[src/rtl/assert_macros.svh]
// Assertion macros shared by the RTL modules.
// No dependencies.
`ifndef ASSERT_MACROS_SVH
`define ASSERT_MACROS_SVH
// Implication checked on every clock edge outside reset.
`define CHK_IMPL(label, clk, rst, cond, msg) \
  label: assert property (@(posedge clk) disable iff (rst) (cond)) else $error(msg);
// Condition that must hold always.
`define CHK_ALWAYS(label, clk, cond, msg) \
  label: assert property (@(posedge clk) (cond)) else $error(msg);
`endif

[src/rtl/bmb_pkg.sv]
// Package for the banked memory bus: commands, I/O addresses, control struct.
// No dependencies.
package bmb_pkg;
  localparam logic [2:0] CMD_READ  = 3'd0;
  localparam logic [2:0] CMD_WRITE = 3'd1;
  localparam logic [2:0] CMD_TICK  = 3'd2;
  localparam logic [2:0] CMD_BREAK = 3'd3;
  localparam logic [2:0] CMD_EAR   = 3'd4;

  localparam logic [15:0] IO_REMOTE0 = 16'hee00;
  localparam logic [15:0] IO_REMOTE1 = 16'hee20;
  localparam logic [15:0] IO_INVERT  = 16'hee40;
  localparam logic [15:0] IO_SOUND   = 16'hee80;
  localparam logic [15:0] IO_KEYS    = 16'heec0;
  localparam logic [15:0] IO_BREAK   = 16'hef80;
  localparam logic [15:0] IO_BANK    = 16'hefd0;
  localparam logic [15:0] IO_MODE    = 16'hefe0;
  localparam logic [15:0] IO_CHARCOL = 16'he890;
  localparam logic [15:0] IO_BGCOL   = 16'he891;
  localparam logic [15:0] IO_BOARD   = 16'he892;
  localparam logic [15:0] PIA_LAST   = 16'he803;

  typedef struct packed {
    logic clear;   // clearing pass after reset, one RAM entry per cycle
    logic start;   // latch request, begin memory access
    logic finish;  // update registers, load output
  } bmb_cmd_t;
endpackage

[src/rtl/bmb_ctrl.sv]
// Controller for the memory bus: clearing pass, accept, memory cycle, output handshake.
// Depends on bmb_pkg.
module bmb_ctrl
  import bmb_pkg::*;
(
  input  logic     clk,
  input  logic     rst,
  input  logic     in_valid,
  output logic     in_ready,
  output logic     out_valid,
  input  logic     out_ready,
  input  logic     clear_done,
  output bmb_cmd_t cmd
);
  localparam logic [1:0] S_IDLE  = 2'd0;
  localparam logic [1:0] S_MEM   = 2'd1;
  localparam logic [1:0] S_OUT   = 2'd2;
  localparam logic [1:0] S_CLEAR = 2'd3;

  logic [1:0] state, state_next;

  assign in_ready   = (state == S_IDLE);
  assign out_valid  = (state == S_OUT);
  assign cmd.clear  = (state == S_CLEAR);
  assign cmd.start  = in_valid && in_ready;
  assign cmd.finish = (state == S_MEM);

  always_comb begin
    state_next = state;
    unique case (state)
      S_CLEAR: if (clear_done) state_next = S_IDLE;
      S_IDLE:  if (in_valid) state_next = S_MEM;
      S_MEM:   state_next = S_OUT;
      S_OUT:   if (out_ready) state_next = S_IDLE;
      default: state_next = S_IDLE;
    endcase
  end

  always_ff @(posedge clk) begin
    if (rst) state <= S_CLEAR;
    else state <= state_next;
  end

  `include "assert_macros.svh"
  `CHK_IMPL(a_mem_then_out, clk, rst, (state != S_MEM) || (state_next == S_OUT), "mem must go to out")
  `CHK_IMPL(a_no_both, clk, rst, !(in_ready && out_valid), "accept while output pending")
  `CHK_IMPL(a_clear_hold, clk, rst, !(cmd.clear && in_ready), "accept during clearing pass")
endmodule

[config.mk]
export PLATFORM = sky130hd
export DESIGN_NAME = bmb_ctrl
export DESIGN_NICKNAME = d
export VERILOG_FILES = /design/src/rtl/bmb_pkg.sv /design/src/rtl/bmb_ctrl.sv
export VERILOG_INCLUDE_DIRS = /design/src /design/src/rtl
export SDC_FILE = /design/constraint.sdc
export NUM_CORES = 1
export LEC_CHECK = 0
export ABC_AREA = 1
export BUFFER_PORTS_ARGS = -buffer_cell sky130_fd_sc_hd__buf_2
export CORE_AREA = 2 2 39 41
export DETAILED_ROUTE_END_ITERATION = 8
export DIE_AREA = 0 0 41 43
export HOLD_SLACK_MARGIN = 0.08
export SLEW_MARGIN = 0
export SYNTH_ARGS = -nofsm -noshare
export SYNTH_HDL_FRONTEND = slang
export SYNTH_SLANG_ARGS = --single-unit
[constraint.sdc]
create_clock -name clk -period 1.3 [get_ports clk]
set_clock_uncertainty 0.2 [all_clocks]
set_input_delay 0 -clock clk [delete_from_list [all_inputs] [get_ports clk]]
set_output_delay 0 -clock clk [all_outputs]
set_load 0.03 [all_outputs]
==> impl.org <==
** Pwr
- For this design the static power due to leakage is approximately 0.16 nW.
- The worst-case IR drop observed on VDD is roughly 0.20 mV.
- For this design the ratio of total power to cell area is around 1200 mW/mm^2.
- The design draws between 0.0002 and 0.0003 W.

** Detailed routing
- Avg Vias per Cell :: between 2 and 3
- Via count :: around 150
- For this run, design rule violations remaining after detail routing come to 0.
- Detailed Routing Iterations Pass 1 :: 2
- Aggregate routed wire length :: 297 um
- DR WL/cell :: between 5 and 6 um
- Starting DRT DRC Count :: 1
- The count of nets left with antenna violations once routing finished came out at 0.

** Cells and area
- Total area of multi-input combinational cells :: approximately 45 sq um
- Final #Nets :: 43
- The library cell used most frequently in the layout, excluding fill and tap cells, is sky130_fd_sc_hd__buf_2.
- Core occupancy in the finished layout :: roughly 17%
- Across the whole layout, storage elements account for about 40 sq um.
- The largest registers in the layout are state (2).
- The repair_antennas step left the layout with diodes totalling 0.
- Cells with a size suffix above 1 make up 36.1% of the layout.
- From synthesis to final layout, the design area changed by 120%.
- Max reg flops :: 2
- Count of fill cells added during filler insertion :: ~160
- Ranked by flip-flop count, first place goes to state.
- In the layout the commonest cells are sky130_fd_sc_hd__buf_2 (9), sky130_fd_sc_hd__inv_1 (7), sky130_fd_sc_hd__nand2_1 (6).

** Clock tree
- Count of instances resized after the clock tree is built :: 0
- Clock tree synthesis inserted a total of 3 buffers.
- Setup repair bufs after CTS :: 0
- Clock tree root driver cell :: sky130_fd_sc_hd__clkbuf_4
- Max H-tree Level :: 1
- CTS saw 2 sinks.
- Clock-pin slew was measured on the worst setup and hold paths at 0.03 ns.
- The longest clock path from root to sink contains 2 buffers.
- Clock tree from TritonCTS :: yes
- Clk_lat worst skew :: approximately 0.22 ns
- Hold-fix buffer count after cts :: 4

** Setup path
- Critical path arrival :: 0.98 ns
- CP required :: 1.10 ns
- Along the worst path, the maximum fanout reaches 4.
- STA classifies the critical path endpoint as an output port.
- Crit Path Class :: flip-flop to output port
- Worst Setup Start Kind :: flip-flop

** Logic synthesis
- Synthesis produced 20 cells.
- Of the synthesized area, sequential elements account for a little under two fifths.
- The netlist uses 5 different library cells.
- Post-Synthesis Mean Instance Area :: between 5 and 6 sq um
- Syn. warnings :: 0
- Synthesized cell area :: ~110 sq um
- #FFs+latches synth :: 2
- The number of nets in the synthesized netlist is 25.

** Floorplan
- I/O Pins :: 10
- The die covers about 0.0018 sq mm.
- Standard-cell rows :: 14
- DIE HEIGHT :: about 43 um
- For this configuration, the core starts out at a cell density of a little under 8%.
- In this run the standard cell core region covers around 0.0014 sq mm.
- Chip Width :: between 40 and 50 um

** Timing
- Setup-violating endpoint count in the final report :: 0
- The final count of hold timing violations was 0.
- Setup ws final :: ~0.12 ns
- Setup repair after global routing missed its margin :: false
- Setup total negative slack on the finished layout was measured at 0 ns.
- Final period demand of the worst path :: roughly 1.2 ns
- Static timing analysis puts the maximum clock frequency at about 850 MHz.
- Final Cycle Share :: between 90% and 100%
- Slew of the pin with the lowest slew margin :: ~0.17 ns
- The final-report max-slew violation count came to 0.
- Measured against its own limit, the worst slew margin works out to 89.0%.

** GRT
- The number of antenna violations at the first check in global routing came to 0.
- The total overflow left after global routing is 0.
- The via count of the first global-routing pass is 162.
- Wire length of the first global-routing pass :: around 520 um
- Global-route usage over all layers :: about 5.3%
- Entering global routing, the biggest net connects 6 pins.

** Place
- Worst setup slack after placement :: between 0.3 and 0.4 ns
- Number of buffers added on ports :: 9
- At the end of routability-driven placement, the weighted congestion stood at 0.565.
- Post-detailed-placement half-perimeter wirelength :: 202 um

** Outcome
- The flow ran to the end, and the final reports show no timing, DRC or antenna violations.

** Worst hold path
- The path class of the tightest hold or removal check is primary input to flip-flop.

** Job
- # Max-Cap Violations :: 0
-- Yosys cell counts --
cell type	number	area share, %
sky130_fd_sc_hd__nand2_1	6	21
sky130_fd_sc_hd__inv_1	7	24
sky130_fd_sc_hd__nor2_1	4	14
sky130_fd_sc_hd__dfxtp_1	2	37
sky130_fd_sc_hd__nand3_1	1	4.6
-- final timing paths --
kind                    startpoint                     to  slack, ns  cells past startpoint
max          state[1]$_SDFFE_PP1P_                 cmd[1]       0.12                      4
min                            rst  state[0]$_SDFFE_PP1P_       0.32                      4
max reg2reg  state[1]$_SDFFE_PP1P_  state[1]$_SDFFE_PP1P_       0.33                      5
min reg2reg  state[1]$_SDFFE_PP1P_  state[1]$_SDFFE_PP1P_       0.39                      4
-- metal layers --
layer	track usage [%]	up-vias	wire length [um]
met5	0	-	0
met4	6.00	0	0
met3	6.28	0	35
met2	6.56	4	146
met1	3.51	58	115
li1	-	86	-
-- layout make-up --
type                            count  area share, %
Timing Repair Buffer               13           35.6
Inverter                            7           11.0
Multi-Input combinational cell     11           18.8
Tap cell                           16           8.38
Sequential cell                     2           16.8
Clock buffer                        3           9.42
-- metrics by stage --
| step | std cells | instance area, sq um | hold slack [ns] |
|---|---|---|---|
| 6_report | 52 | 239 | 0.321 |
| 5_1_grt | 52 | 239 | 0.346 |
| 3_3_place_gp | 45 | 176 | 0.00189 |
| 2_1_floorplan | 20 | 111 | -0.0968 |
| 4_1_cts | 52 | 239 | 0.302 |
| 3_5_place_dp | 45 | 176 | 0.00184 |
-- logic make-up after synthesis --
family / synth area share, %
AND/OR/NAND/NOR: 39.1
buffers and inverters: 24.1
flip-flops: 36.8
-- power by group --
group	internal, W	switching [W]
clock	0.000102	0.0000329
sequential	0.0000690	0.00000791
combinational	0.0000321	0.0000541
total	0.000203	0.0000949
-- critical path: stages, from the launching register on --
cell,delay (ns)
sky130_fd_sc_hd__dfxtp_1,0.32
sky130_fd_sc_hd__nor2_2,0.13
sky130_fd_sc_hd__nand2_1,0.07
sky130_fd_sc_hd__inv_1,0.05
sky130_fd_sc_hd__buf_2,0.18
No activity file was read; power rests on OpenSTA's default activity.
